### config.mk
export PLATFORM = sky130hd
export DESIGN_NAME = framebuffer_viewport_scanout_flat
export DESIGN_NICKNAME = d
export VERILOG_FILES = /design/src/hw/rtl/fbvs_pkg.sv /design/src/hw/rtl/fbvs_in_if.sv /design/src/hw/rtl/fbvs_out_if.sv /design/src/hw/rtl/fbvs_addr_unit.sv /design/src/hw/rtl/fbvs_store.sv /design/src/hw/rtl/framebuffer_viewport_scanout.sv /design/src/flat_wrapper.sv
export SDC_FILE = /design/constraint.sdc
export NUM_CORES = 1
export LEC_CHECK = 0
export BUFFER_PORTS_ARGS = -buffer_cell sky130_fd_sc_hd__buf_2
export CELL_PAD_IN_SITES_DETAIL_PLACEMENT = 1
export CELL_PAD_IN_SITES_GLOBAL_PLACEMENT = 2
export CORE_ASPECT_RATIO = 0.6
export CORE_MARGIN = 8
export CORE_UTILIZATION = 45
export DETAILED_ROUTE_END_ITERATION = 10
export PLACE_DENSITY = 0.9
export SYNTH_ARGS = -nofsm -noshare
export SYNTH_HDL_FRONTEND = slang
export SYNTH_HIERARCHICAL = 1
export SYNTH_SLANG_ARGS = --single-unit
export TNS_END_PERCENT = 30
### constraint.sdc
create_clock -name clk -period 4.17 [get_ports clk]
set_input_delay 0.834 -clock clk [delete_from_list [all_inputs] [get_ports clk]]
set_output_delay 0.834 -clock clk [all_outputs]
set_load 0.01 [all_outputs]
### src/hw/rtl/fbvs_pkg.sv
`timescale 1ns / 1ps
// ----------------------------------------------------------------------------
// fbvs_pkg
// Shared types and constants for the viewport scan-out block.
// ----------------------------------------------------------------------------
package fbvs_pkg;

  localparam int unsigned GRID_WIDTH_DEF    = 8;
  localparam int unsigned GRID_HEIGHT_DEF   = 8;
  localparam int unsigned MAX_VIEW_COLS_DEF = 8;
  localparam int unsigned MAX_VIEW_ROWS_DEF = 8;

  localparam int unsigned CFG_IDX_W  = 2;
  localparam int unsigned CFG_DATA_W = 4;

  typedef enum logic [1:0] {
    FUNC_CLEAR   = 2'd0,
    FUNC_WR_XY   = 2'd1,
    FUNC_WR_FLAT = 2'd2,
    FUNC_DISPLAY = 2'd3
  } func_t;

  typedef enum logic [CFG_IDX_W-1:0] {
    CFG_ORIGIN_COL = 2'd0,
    CFG_ORIGIN_ROW = 2'd1,
    CFG_VIEW_COLS  = 2'd2,
    CFG_VIEW_ROWS  = 2'd3
  } cfg_idx_t;

  // store port control
  typedef struct packed {
    logic we;
    logic re;
  } store_ctl_t;

endpackage

### src/hw/rtl/fbvs_in_if.sv
`timescale 1ns / 1ps
// ----------------------------------------------------------------------------
// fbvs_in_if
// Input item channel: valid/ready with command payload.
// ----------------------------------------------------------------------------
interface fbvs_in_if;
  logic               valid;
  logic               ready;
  logic [1:0]         func;
  logic signed [15:0] col;
  logic signed [15:0] row;
  logic signed [15:0] flat_pos;
  logic [7:0]         pixel_in;

  modport source (output valid, func, col, row, flat_pos, pixel_in, input ready);
  modport sink (input valid, func, col, row, flat_pos, pixel_in, output ready);
endinterface

### src/hw/rtl/fbvs_out_if.sv
`timescale 1ns / 1ps
// ----------------------------------------------------------------------------
// fbvs_out_if
// Result channel: valid/ready with scanned pixel payload.
// ----------------------------------------------------------------------------
interface fbvs_out_if;
  logic       valid;
  logic       ready;
  logic [7:0] pixel_out;
  logic       last_of_frame;

  modport source (output valid, pixel_out, last_of_frame, input ready);
  modport sink (input valid, pixel_out, last_of_frame, output ready);
endinterface

### src/hw/rtl/fbvs_addr_unit.sv
`timescale 1ns / 1ps
// ----------------------------------------------------------------------------
// fbvs_addr_unit
// Shared address unit: flat index = y * GRID_WIDTH + x.
// ----------------------------------------------------------------------------
module fbvs_addr_unit #(
  parameter int unsigned GRID_WIDTH = fbvs_pkg::GRID_WIDTH_DEF,
  parameter int unsigned XW         = 3,
  parameter int unsigned YW         = 3,
  parameter int unsigned AW         = 6
) (
  input  logic [XW-1:0] x,
  input  logic [YW-1:0] y,
  output logic [AW-1:0] addr
);

  logic [17:0] sum;

  assign sum  = 18'(y) * 18'(GRID_WIDTH) + 18'(x);
  assign addr = sum[AW-1:0];

endmodule

### src/hw/rtl/fbvs_store.sv
`timescale 1ns / 1ps
// ----------------------------------------------------------------------------
// fbvs_store
// Byte-per-pixel frame store, single port, registered read data.
// ----------------------------------------------------------------------------
module fbvs_store #(
  parameter int unsigned DEPTH = 64,
  parameter int unsigned AW    = 6
) (
  input  logic                   clk,
  input  fbvs_pkg::store_ctl_t   ctl,
  input  logic [AW-1:0]          addr,
  input  logic [7:0]             wdata,
  output logic [7:0]             rdata
);

  logic [7:0] mem [DEPTH];

  always_ff @(posedge clk) begin
    if (ctl.we) begin
      mem[addr] <= wdata;
    end
  end

  always_ff @(posedge clk) begin
    if (ctl.re) begin
      rdata <= mem[addr];
    end
  end

endmodule

### src/hw/rtl/framebuffer_viewport_scanout.sv
`timescale 1ns / 1ps
// ----------------------------------------------------------------------------
// framebuffer_viewport_scanout
// Frame store with clear, coordinate/linear writes and wrapped viewport scan.
// ----------------------------------------------------------------------------
// After reset the block runs a clearing pass over all GRID_WIDTH*GRID_HEIGHT
// entries (ready low, config writes still taken). Coordinate and linear
// writes are made in the accept cycle. A clear writes one store entry per
// cycle through the single store port. A display is accepted, then sets up
// the scan origin, subtracting one grid length per step to wrap an origin
// beyond the grid; then each result is a store read followed by a transfer,
// held while the output stalls. The single store port and the shared address
// unit set that pace. Item ready stays low until the scan ends. An empty
// viewport finishes in the accept cycle.
// ----------------------------------------------------------------------------
module framebuffer_viewport_scanout #(
  parameter int unsigned GRID_WIDTH    = fbvs_pkg::GRID_WIDTH_DEF,
  parameter int unsigned GRID_HEIGHT   = fbvs_pkg::GRID_HEIGHT_DEF,
  parameter int unsigned MAX_VIEW_COLS = fbvs_pkg::MAX_VIEW_COLS_DEF,
  parameter int unsigned MAX_VIEW_ROWS = fbvs_pkg::MAX_VIEW_ROWS_DEF
) (
  input  logic                            clk,
  input  logic                            rst,
  input  logic                            cfg_we,
  input  logic [fbvs_pkg::CFG_IDX_W-1:0]  cfg_index,
  input  logic [fbvs_pkg::CFG_DATA_W-1:0] cfg_wdata,
  fbvs_in_if.sink                         item,
  fbvs_out_if.source                      result
);

  localparam int unsigned DEPTH = GRID_WIDTH * GRID_HEIGHT;
  localparam int unsigned AW    = (DEPTH > 1) ? $clog2(DEPTH) : 1;
  localparam int unsigned CW    = (GRID_WIDTH > 1) ? $clog2(GRID_WIDTH) : 1;
  localparam int unsigned RW    = (GRID_HEIGHT > 1) ? $clog2(GRID_HEIGHT) : 1;
  localparam int unsigned XW    = (CW > 3) ? CW : 3;
  localparam int unsigned YW    = (RW > 3) ? RW : 3;

  typedef enum logic [4:0] {
    S_CLEAR = 5'b00001,
    S_IDLE  = 5'b00010,
    S_PREP  = 5'b00100,
    S_READ  = 5'b01000,
    S_SEND  = 5'b10000
  } state_t;

  state_t state, state_next;

  logic [2:0] origin_col, origin_row;
  logic [3:0] view_cols, view_rows;
  logic [3:0] nc, nr;

  logic [AW-1:0] clr_addr;
  logic [XW-1:0] x;
  logic [YW-1:0] y, y0;
  logic [3:0]    i, j;

  logic [XW-1:0] au_x;
  logic [YW-1:0] au_y;
  logic [AW-1:0] au_addr;
  logic [AW-1:0] st_addr;
  logic [7:0]    st_wdata;
  logic [7:0]    st_rdata;
  fbvs_pkg::store_ctl_t st_ctl;

  logic          accept;
  logic          xy_ok, flat_ok;
  logic          x_big, y_big;
  logic          last;
  logic          view_empty;

  // configuration
  always_ff @(posedge clk) begin
    if (rst) begin
      origin_col <= '0;
      origin_row <= '0;
      view_cols  <= 4'd8;
      view_rows  <= 4'd8;
    end else if (cfg_we) begin
      case (fbvs_pkg::cfg_idx_t'(cfg_index))
        fbvs_pkg::CFG_ORIGIN_COL: origin_col <= cfg_wdata[2:0];
        fbvs_pkg::CFG_ORIGIN_ROW: origin_row <= cfg_wdata[2:0];
        fbvs_pkg::CFG_VIEW_COLS:  view_cols  <= cfg_wdata;
        fbvs_pkg::CFG_VIEW_ROWS:  view_rows  <= cfg_wdata;
        default: ;
      endcase
    end
  end

  assign nc = (view_cols > 4'(MAX_VIEW_COLS)) ? 4'(MAX_VIEW_COLS) : view_cols;
  assign nr = (view_rows > 4'(MAX_VIEW_ROWS)) ? 4'(MAX_VIEW_ROWS) : view_rows;
  assign view_empty = (nc == 4'd0) || (nr == 4'd0);

  assign item.ready = (state == S_IDLE);
  assign accept     = item.valid && item.ready;

  assign xy_ok = !item.col[15] && !item.row[15] &&
                 ({1'b0, item.col} < 17'(GRID_WIDTH)) &&
                 ({1'b0, item.row} < 17'(GRID_HEIGHT));
  assign flat_ok = !item.flat_pos[15] && ({1'b0, item.flat_pos} < 17'(DEPTH));

  assign x_big = (10'(x)  >= 10'(GRID_WIDTH));
  assign y_big = (10'(y0) >= 10'(GRID_HEIGHT));
  assign last  = (i == nc - 4'd1) && (j == nr - 4'd1);

  // shared address unit: scan position or write coordinate
  always_comb begin
    if (state == S_READ) begin
      au_x = x;
      au_y = y;
    end else begin
      au_x = item.col[XW-1:0];
      au_y = item.row[YW-1:0];
    end
  end

  fbvs_addr_unit #(
    .GRID_WIDTH (GRID_WIDTH),
    .XW         (XW),
    .YW         (YW),
    .AW         (AW)
  ) u_addr (
    .x    (au_x),
    .y    (au_y),
    .addr (au_addr)
  );

  // store port
  always_comb begin
    st_ctl   = '0;
    st_addr  = au_addr;
    st_wdata = item.pixel_in;
    case (state)
      S_CLEAR: begin
        st_ctl.we = 1'b1;
        st_addr   = clr_addr;
        st_wdata  = '0;
      end
      S_IDLE: begin
        if (item.valid) begin
          case (fbvs_pkg::func_t'(item.func))
            fbvs_pkg::FUNC_WR_XY:   st_ctl.we = xy_ok;
            fbvs_pkg::FUNC_WR_FLAT: begin
              st_ctl.we = flat_ok;
              st_addr   = item.flat_pos[AW-1:0];
            end
            default: ;
          endcase
        end
      end
      S_READ:  st_ctl.re = 1'b1;
      default: ;
    endcase
  end

  fbvs_store #(
    .DEPTH (DEPTH),
    .AW    (AW)
  ) u_store (
    .clk   (clk),
    .ctl   (st_ctl),
    .addr  (st_addr),
    .wdata (st_wdata),
    .rdata (st_rdata)
  );

  // sequencer
  always_comb begin
    state_next = state;
    case (state)
      S_CLEAR: begin
        if (clr_addr == AW'(DEPTH - 1)) begin
          state_next = S_IDLE;
        end
      end
      S_IDLE: begin
        if (accept) begin
          case (fbvs_pkg::func_t'(item.func))
            fbvs_pkg::FUNC_CLEAR:   state_next = S_CLEAR;
            fbvs_pkg::FUNC_DISPLAY: state_next = view_empty ? S_IDLE : S_PREP;
            default:                state_next = S_IDLE;
          endcase
        end
      end
      S_PREP: begin
        if (!x_big && !y_big) begin
          state_next = S_READ;
        end
      end
      S_READ: state_next = S_SEND;
      S_SEND: begin
        if (result.ready) begin
          state_next = last ? S_IDLE : S_READ;
        end
      end
      default: state_next = S_IDLE;
    endcase
  end

  always_ff @(posedge clk) begin
    if (rst) begin
      state <= S_CLEAR;
    end else begin
      state <= state_next;
    end
  end

  always_ff @(posedge clk) begin
    if (rst) begin
      clr_addr <= '0;
      x        <= '0;
      y        <= '0;
      y0       <= '0;
      i        <= '0;
      j        <= '0;
    end else begin
      case (state)
        S_CLEAR: begin
          clr_addr <= (clr_addr == AW'(DEPTH - 1)) ? '0 : clr_addr + AW'(1);
        end
        S_IDLE: begin
          clr_addr <= '0;
          if (accept) begin
            x  <= XW'(origin_col);
            y0 <= YW'(origin_row);
            i  <= '0;
            j  <= '0;
          end
        end
        S_PREP: begin
          // wrap origin into the grid by repeated subtraction
          if (x_big) begin
            x <= XW'(10'(x) - 10'(GRID_WIDTH));
          end
          if (y_big) begin
            y0 <= YW'(10'(y0) - 10'(GRID_HEIGHT));
          end else begin
            y <= y0;
          end
        end
        S_SEND: begin
          if (result.ready && !last) begin
            if (j == nr - 4'd1) begin
              j <= '0;
              i <= i + 4'd1;
              y <= y0;
              x <= (x == XW'(GRID_WIDTH - 1)) ? '0 : x + XW'(1);
            end else begin
              j <= j + 4'd1;
              y <= (y == YW'(GRID_HEIGHT - 1)) ? '0 : y + YW'(1);
            end
          end
        end
        default: ;
      endcase
    end
  end

  assign result.valid         = (state == S_SEND);
  assign result.pixel_out     = st_rdata;
  assign result.last_of_frame = last;

  // checks
  a_no_write_in_scan: assert property (@(posedge clk) disable iff (rst)
    (state == S_READ || state == S_SEND) |-> !st_ctl.we)
    else $error("store write during scan");

  a_clear_done: assert property (@(posedge clk) disable iff (rst)
    (state == S_CLEAR && clr_addr == AW'(DEPTH - 1)) |=> (state == S_IDLE))
    else $error("clear pass did not end");

  a_scan_bounds: assert property (@(posedge clk) disable iff (rst)
    (state == S_SEND) |-> (i < nc && j < nr))
    else $error("scan counter out of viewport");

  a_pos_wrapped: assert property (@(posedge clk) disable iff (rst)
    (state == S_READ) |-> (10'(x) < 10'(GRID_WIDTH) && 10'(y) < 10'(GRID_HEIGHT)))
    else $error("scan position outside grid");

endmodule
### src/flat_wrapper.sv
// flat-port wrapper written by rule: the top's interface ports become plain ports
module framebuffer_viewport_scanout_flat 
#(
  parameter int unsigned GRID_WIDTH    = fbvs_pkg::GRID_WIDTH_DEF,
  parameter int unsigned GRID_HEIGHT   = fbvs_pkg::GRID_HEIGHT_DEF,
  parameter int unsigned MAX_VIEW_COLS = fbvs_pkg::MAX_VIEW_COLS_DEF,
  parameter int unsigned MAX_VIEW_ROWS = fbvs_pkg::MAX_VIEW_ROWS_DEF
)
  (clk, rst, cfg_we, cfg_index, cfg_wdata, item_valid, item_func, item_col, item_row, item_flat_pos, item_pixel_in, item_ready, result_valid, result_pixel_out, result_last_of_frame, result_ready);
  fbvs_in_if item_i ();
  fbvs_out_if result_i ();
  input  logic clk;
  input  logic rst;
  input  logic cfg_we;
  input  logic [fbvs_pkg::CFG_IDX_W-1:0] cfg_index;
  input  logic [fbvs_pkg::CFG_DATA_W-1:0] cfg_wdata;
  input wire logic [$bits(item_i.valid)-1:0] item_valid;
  input wire logic [$bits(item_i.func)-1:0] item_func;
  input wire logic [$bits(item_i.col)-1:0] item_col;
  input wire logic [$bits(item_i.row)-1:0] item_row;
  input wire logic [$bits(item_i.flat_pos)-1:0] item_flat_pos;
  input wire logic [$bits(item_i.pixel_in)-1:0] item_pixel_in;
  output wire logic [$bits(item_i.ready)-1:0] item_ready;
  output wire logic [$bits(result_i.valid)-1:0] result_valid;
  output wire logic [$bits(result_i.pixel_out)-1:0] result_pixel_out;
  output wire logic [$bits(result_i.last_of_frame)-1:0] result_last_of_frame;
  input wire logic [$bits(result_i.ready)-1:0] result_ready;
  assign item_i.valid = item_valid;
  assign item_i.func = item_func;
  assign item_i.col = item_col;
  assign item_i.row = item_row;
  assign item_i.flat_pos = item_flat_pos;
  assign item_i.pixel_in = item_pixel_in;
  assign item_ready = item_i.ready;
  assign result_valid = result_i.valid;
  assign result_pixel_out = result_i.pixel_out;
  assign result_last_of_frame = result_i.last_of_frame;
  assign result_i.ready = result_ready;
  framebuffer_viewport_scanout #(.GRID_WIDTH(GRID_WIDTH), .GRID_HEIGHT(GRID_HEIGHT), .MAX_VIEW_COLS(MAX_VIEW_COLS), .MAX_VIEW_ROWS(MAX_VIEW_ROWS)) u_core (.clk(clk), .rst(rst), .cfg_we(cfg_we), .cfg_index(cfg_index), .cfg_wdata(cfg_wdata), .item(item_i), .result(result_i));
endmodule
==> results of run 1 <==
==> cell type report <==
type,instances,area (sq um),share of cell area
antenna,1,2.50,0.0000911
clock buffer,65,1390,0.0506
clock inverter,33,464,0.0169
inverter,12,45.0,0.00164
multi-input combinational,830,6420,0.234
sequential,562,16500,0.599
tap,693,867,0.0316
timing repair buffer,259,1830,0.0668
==> metrics by stage <==
stage               TNS [ns]   util  instances  hold WS (ns)  instance area (sq um)
floorplan                  0      -       1503         0.432                  23400
global placement      -0.122  0.501       2356         0.441                  25600
detailed placement     -5.85  0.501       2356         0.457                  25600
CTS                        0  0.538       2454         0.466                  27500
global route               0  0.538       2454         0.491                  27500
finish                     0  0.538       2455         0.468                  27500
==> state kept, by name, summed over array words and instances, names as in the netlist <==
name	cells
u_core/origin_row	3
u_core/i	4
u_core/origin_col	3
u_core/j	4
u_core/x	3
u_core/state	5
u_core/y0	3
u_core/clr_addr	6
u_core/y	3
u_core/u_store/rdata	8
u_core/view_cols	4
u_core/u_store/mem	512
u_core/view_rows	4
==> critical path: cells and delay by family, from the launching register on <==
family	cells	cell delay [ns]
compound gates	1	0.11
buf+inv	4	1.01
flops	1	0.37
simple gates	6	2.30
==> metal layers <==
layer,vias up,share of wire,routed length (microns),global-route usage
met4,4,0.022,1630,0.0542
met2,943,0.44,33000,0.372
li1,6402,-,-,-
met3,136,0.11,8500,0.0594
met5,-,0.00036,27,0
met1,8017,0.42,31300,0.358
==> what timing repair did <==
action | in CTS | in global routing
gates resized for setup | 0 | 6
hold buffers | 0 | 0
setup endpoints to repair | 0 | 34
buffers inserted | 0 | 0
==> report_power, final <==
part	total (uW)	switching (uW)	internal, uW
logic	2860	1840	1030
registers	6430	46.0	6380
clock network	5240	2170	3060
total	14500	4050	10500
==> cells by family after synthesis <==
| logic type | count (synthesis) |
|---|---|
| adder cells (fa/ha/maj) | 15 |
| AO/OA/AOI/OAI | 272 |
| flip-flops | 562 |
| AND/OR/NAND/NOR | 382 |
| XOR/XNOR | 13 |
| multiplexers | 148 |
| buffers and inverters | 111 |
==> path summary, 6_finish.rpt <==
kind | start | to
max | u_core/state[4] | u_core/u_store/mem[15][7]
min | u_core/y0[1] | u_core/y0[1]
max reg2reg | u_core/state[4] | u_core/u_store/mem[15][7]
min reg2reg | u_core/y0[1] | u_core/y0[1]
==> synth_stat cells (all sizes together), types with 6 or more instances <==
library cell  instances
o221ai                9
ha                   15
o311ai               10
and2                 21
nor3                 15
o31ai                 8
a22o                 10
inv                  12
nor2b                14
o21ai                13
o2bb2ai               7
or4                   6
and3                 10
nand3                22
nor2                106
a221o                12
mux2                 20
and4                  8
nor4                 15
a21oi                46
dfxtp                42
o22ai                22
mux2i                87
o22a                 11
nand3b               19
nand2b               30
a31oi                16
xnor2                 8
a221oi               21
a211oi                7
buf                  59
a32oi                13
nand2                85
or3b                  6
edfxtp              520
mux4                 41
nand4                 7
a22oi                40
clkbuf               40
==> results.md, run 1 <==
- Post-synth EDFFs: 520
- Leading cell type in the layout, fill and taps excluded: edfxtp_1
- CTS Buf Count: 52
- Clock sink count: 562
- Die W: 310 microns
- CTS max path bufs: 3
- Synth Warn #: 6
- Slowest cell on crit path: nor2_1
- Largest net degree at the start of global routing: 65
- RePlAce Congestion: 0.919
- DP Wirelength: 50.4 mm
- Final Skew: 0.0226 ns
- Req. time, crit path: 4.46 ns
- Worst hold path depth: 2
- Synth Area in XOR/XNOR: 0.00487
- Simple-Gate Fraction of Synth Area: 0.0861
- Cell row count: 64
- Total global-route track usage: 0.245
- First-pass GRT wire length: 108 mm
- Post-synthesis cell type count: 77
- Cell taking the most area after synthesis: edfxtp_1
- Post-synthesis sequential area ratio: 0.704
- Synth async-reset ratio: 0
- Mapped Area: 23400 sq um
- Clock root buffer master: clkbuf_16
- Hold Fails Final Rpt: 0
- Clock slew seen by the registers of the worst setup and hold paths: 0.07 ns
- Cells after Synth: 1503
- Synth area leaders: edfxtp_1 (67%), mux4_2 (4.0%), mux2i_1 (3.7%), dfxtp_1 (3.6%), nor2_1 (1.7%)
- Total Power: 14500 uW
- Number of remaining DRC errors: 0
- Core box area: 51100 sq um
- # IOs: 80
- Slew headroom: 0.401
- Count of state elements after synthesis: 562
- Most frequent cells in the layout: edfxtp_1 (520), buf_4 (173), nor2_1 (103)
- Detailed-route wire length per cell: 30.3 microns
- Syn_area_per_cell: 15.5 sq um
- Max-slew violations: 0
- Maximum fanout along the worst path: 14
- Crit start category: flip-flop
- Hold Crit Class: flip-flop to flip-flop
- Crit share post-route: 0.981
- F_max: 0.244 GHz
- Adder-Cell Fraction of Synth Area: 0.00803
- Iteration-0 DRC Markers: 2289
- Reg-to-reg slack, setup: 0.08 ns
- Post-Place Setup Slack: -0.212 ns
- Top cell by count, worst path: buf_4
- Top cell type's share of synthesized area: 0.668
- CTS tree: yes
- Crit end category: flip-flop
- H-tree levels: 2
- Worst path arrival time: 4.38 ns
- Combinational family with the most area after synthesis: compound AO/OA/AOI/OAI gates
- PnR worst setup slack: 0.0799 ns
- RSZ-0062 raised after global routing: false
- Crit Path Class: flip-flop to flip-flop
- Fillers: 4918
- Compound-Gate Fraction of Synth Area: 0.0872
- Final #Nets: 1801
- Starting Density: 0.457
- Maximum vdd ir drop: 0.000539 V
- Die ar.: 59700 sq um
- Pwr dens: 529 nW/um^2
- Fraction of layout cells with a size suffix above 1: 0.246
- WL final: 74.4 mm
- Max-capacitance violation count: 0
- Layout area overhead: 17.6%
- Cell Chain, Critical Path: or3_4 -> nor3b_2 -> buf_4 -> a32oi_1 -> nand2_4 -> buf_4 -> and2_1 -> buf_4 -> nand3_1 -> nor2_1 -> buf_4
- First-pass detailed-route iteration total: 5
- Slew @ Worst Pin: 0.898 ns
- Clock period minus worst slack: 4.09 ns
- Via count of the first global-routing pass: 15800
- Grt total ovfl: 0
- Static Leakage: 0.00943 uW
- Proportion of synthesized area in mux cells: 0.0864
- Port Buffer Count: 79
- Via count: 15500
- Final setup violating endpoints: 0
- Ys flop type: edfxtp_1
- Routed vias/inst: 6.31
- Critical path's largest stage delay: 0.52 ns
- Initial antenna violation count: 3
- Clock latency on the worst-skew pair: 0.59 ns
- Reg2reg path depth: 11
- Status: finished clean
- Post-Synthesis Net Count: 1587
- Antenna Nets Post-Route: 0
- Die height: 193 microns
Note: power is estimated with default switching activity, not from simulation.
==> run 2, diff against run 1 <==
--- a/config.mk
+++ b/config.mk
@@ -11,6 +11,7 @@
 export CORE_ASPECT_RATIO = 0.6
 export CORE_MARGIN = 8
 export CORE_UTILIZATION = 45
+export CTS_BUF_LIST = sky130_fd_sc_hd__clkbuf_16
 export DETAILED_ROUTE_END_ITERATION = 10
 export PLACE_DENSITY = 0.9
 export SYNTH_ARGS = -nofsm -noshare
==> run 2 against run 1 <==
Effect of this change:
- register-to-register slack lost 0.02 ns
- maximum frequency shrank 0.61%
- first-iteration DRC count is 2.1% lower
- total power is 0.40% lower
- core utilization barely moved
- worst setup slack worse by 0.025 ns
- critical path depth is the same
- die area stayed put
- largest power group unchanged
==> results.md, run 2 (synthesis results as in run 1) <==
- Most frequent cells in the layout: edfxtp_1 (520), buf_4 (173), nor2_1 (103) (unchanged)
- Cell row count: 64 (unchanged)
- Cell Chain, Critical Path: or3_4 -> nor3b_2 -> buf_4 -> a32oi_1 -> nand2_4 -> buf_4 -> and2_1 -> buf_4 -> nand3_1 -> nor2_1 -> buf_4 (unchanged)
- Reg with most FFs: u_core/u_store/mem (unchanged)
- Clock period minus worst slack: 4.12 ns (was 4.09 ns)
- Final instance count without filler cells: 2455 (unchanged)
- Hold Fails Final Rpt: 0 (unchanged)
- Leading cell type in the layout, fill and taps excluded: edfxtp_1 (unchanged)
- Layout area overhead: 17.5% (was 17.6%)
- RSZ-0062 raised after global routing: false (unchanged)
- Cts hold-fix bufs: 0 (unchanged)
- Reg-to-reg slack, setup: 0.05 ns (was 0.08 ns)
- First-pass detailed-route iteration total: 8 (was 5)
- Crit path capture: u_core/u_store/mem[15][7] (unchanged)
- Top delay family on crit path: simple AND/OR/NAND/NOR gates (unchanged)
- WL final: 74.4 mm (about the same)
- Total global-route track usage: 0.245 (unchanged)
- Status: finished clean (unchanged)
- F_max: 0.243 GHz (was 0.244 GHz)
- Worst R2R End: u_core/u_store/mem[15][7] (unchanged)
- Crit Path Class: flip-flop to flip-flop (unchanged)
- Slew headroom: 0.396 (was 0.401)
- First-pass GRT wire length: 108 mm (about the same)
- RePlAce Congestion: 0.919 (unchanged)
- Worst Path Buf+Inv: 4 (unchanged)
- Maximum vdd ir drop: 0.000536 V (was 0.000539 V)
- Clock sink count: 562 (unchanged)
- Hold path startpoint: u_core/y0[1] (unchanged)
- Reg-to-Reg Start: u_core/state[2] (was u_core/state[4])
- Static Leakage: 0.00946 uW (was 0.00943 uW)
- Antenna Nets Post-Route: 0 (unchanged)
- Clock slew seen by the registers of the worst setup and hold paths: 0.07 ns (about the same)
- Routed vias/inst: 6.28 (was 6.31)
- Psw: 4060 uW (was 4050 uW)
- Crit start category: flip-flop (unchanged)
- Max reg flops: 512 (unchanged)
- DP Wirelength: 50.4 mm (unchanged)
- Maximum fanout along the worst path: 14 (unchanged)
- Detailed-route wire length per cell: 30.3 microns (about the same)
- Starting Density: 0.457 (unchanged)
- Grt total ovfl: 0 (unchanged)
- Largest regs: u_core/u_store/mem: 512 flops, u_core/u_store/rdata: 8 flops, u_core/clr_addr: 6 flops (unchanged)
- Clock latency on the worst-skew pair: 0.59 ns (about the same)
- Iteration-0 DRC Markers: 2240 (was 2289)
- Post-route core utilization: 0.537 (was 0.538)
- Slew @ Worst Pin: 0.906 ns (was 0.898 ns)
- Switching Fraction: 0.280 (was 0.279)
- Die ar.: 59700 sq um (unchanged)
- Reg2reg path depth: 11 (unchanged)
- Max-slew violations: 0 (unchanged)
- Worst path depth: 11 (unchanged)
- Clock Power Share: 0.358 (was 0.361)
- Die W: 310 microns (unchanged)
- Crit share post-route: 0.987 (was 0.981)
- # IOs: 80 (unchanged)
- Crit end category: flip-flop (unchanged)
- CTS max path bufs: 3 (unchanged)
- Req. time, crit path: 4.47 ns (was 4.46 ns)
- Pwr dens: 527 nW/um^2 (was 529 nW/um^2)
- Top cell by count, worst path: buf_4 (unchanged)
- Number of remaining DRC errors: 0 (unchanged)
- Via count of the first global-routing pass: 15800 (about the same)
- Hold Crit Class: flip-flop to flip-flop (unchanged)
- Final Skew: 0.0234 ns (was 0.0226 ns)
- Critical path's largest stage delay: 0.52 ns (about the same)
- Initial antenna violation count: 3 (unchanged)
- Sequential Power Share: 0.444 (was 0.442)
- Critical Path Source: u_core/state[2] (was u_core/state[4])
- Largest net degree at the start of global routing: 65 (unchanged)
- Slowest cell on crit path: nor2_1 (unchanged)
- Max-capacitance violation count: 0 (unchanged)
- Final setup violating endpoints: 0 (unchanged)
- Port Buffer Count: 79 (unchanged)
- H-tree levels: 2 (unchanged)
- Fraction of layout cells with a size suffix above 1: 0.245 (was 0.246)
- Die height: 193 microns (unchanged)
- Logic pwr share: 0.198 (was 0.197)
- Placed cell count: 2356 (unchanged)
- Final #Nets: 1801 (unchanged)
- CTS tree: yes (unchanged)
- CTS Buf Count: 52 (unchanged)
- Worst path arrival time: 4.41 ns (was 4.38 ns)
- Via count: 15400 (was 15500)
- Core box area: 51100 sq um (unchanged)
- Internal power: 10400 uW (was 10500 uW)
- Clock root buffer master: clkbuf_16 (unchanged)
-- run 2: changes by cell type in the layout (fill, tap and decap cells not counted) --
| cell | previous run | this run |
|---|---|---|
| clkbuf_8 | 2 | 0 |
| inv_2 | 1 | 2 |
| inv_1 | 11 | 21 |
| clkinv_1 | 7 | 8 |
| clkbuf_1 | 10 | 0 |
-- run 2: worst min-delay path by stage --
stage / to / slack, ns / cells past startpoint
after global placement: u_core/y0[0] / 0.44 / 2
after detailed placement: u_core/y0[1] / 0.46 / 2
after global routing: u_core/y0[1] / 0.49 / 2
after CTS: u_core/y0[1] / 0.47 / 2
final: u_core/y0[1] / 0.47 / 2
after floorplan: u_core/y0[0] / 0.43 / 2
-- run 2: repair_timing --
action / 4_1_cts / 5_1_grt
setup buffers: 0 / 0
setup endpoints to repair: 0 / 34
endpoints found under the hold margin: 0 / 0
resized for setup: 0 / 6
-- run 2: power by group through the flow --
stage / Clock, uW / Combinational [uW] / Sequential, uW
2_1_floorplan: 0 / 1540 / 6530
3_3_place_gp: 0 / 2600 / 6530
3_5_place_dp: 0 / 2740 / 6550
4_1_cts: 5240 / 2780 / 6430
5_1_grt: 5450 / 2950 / 6430
6_report: 5180 / 2860 / 6430
-- run 2: area by class of cell --
| type | instances | area [sq um] |
|---|---|---|
| fill | 4924 | 23600 |
| inverter | 12 | 45.0 |
| sequential | 562 | 16500 |
| multi-input combinational | 830 | 6420 |
| clock inverter | 45 | 509 |
| timing repair buffer | 259 | 1830 |
| antenna | 1 | 2.50 |
| clock buffer | 53 | 1330 |
| tap | 693 | 867 |
-- run 2: worst reg2reg max path: cells and delay by family, from the launching register on --
kind                   cells  cell delay [ns]
AND/OR/NAND/NOR            6             2.34
buffers and inverters      4             1.05
AO/OA/AOI/OAI              1             0.11
flip-flops                 1             0.35
-- run 2: per-layer routing --
| metal | wire (microns) | GRT usage |
|---|---|---|
| met1 | 31500 | 0.359 |
| met5 | 27 | 0 |
| met2 | 32900 | 0.372 |
| met3 | 8510 | 0.0581 |
| met4 | 1520 | 0.0542 |
-- run 2: through the flow --
stage / TNS [ns] / total power (uW) / hold WS [ns] / cell area [sq um] / setup slack (ns)
after floorplan: 0 / 8070 / 0.432 / 23400 / 0.353
after global routing: 0 / 14800 / 0.491 / 27500 / 0.0394
final: 0 / 14500 / 0.467 / 27500 / 0.0549
after CTS: 0 / 14400 / 0.466 / 27400 / 0.0172
after detailed placement: -5.85 / 9290 / 0.457 / 25600 / -0.212
after global placement: -0.122 / 9130 / 0.441 / 25600 / -0.0870
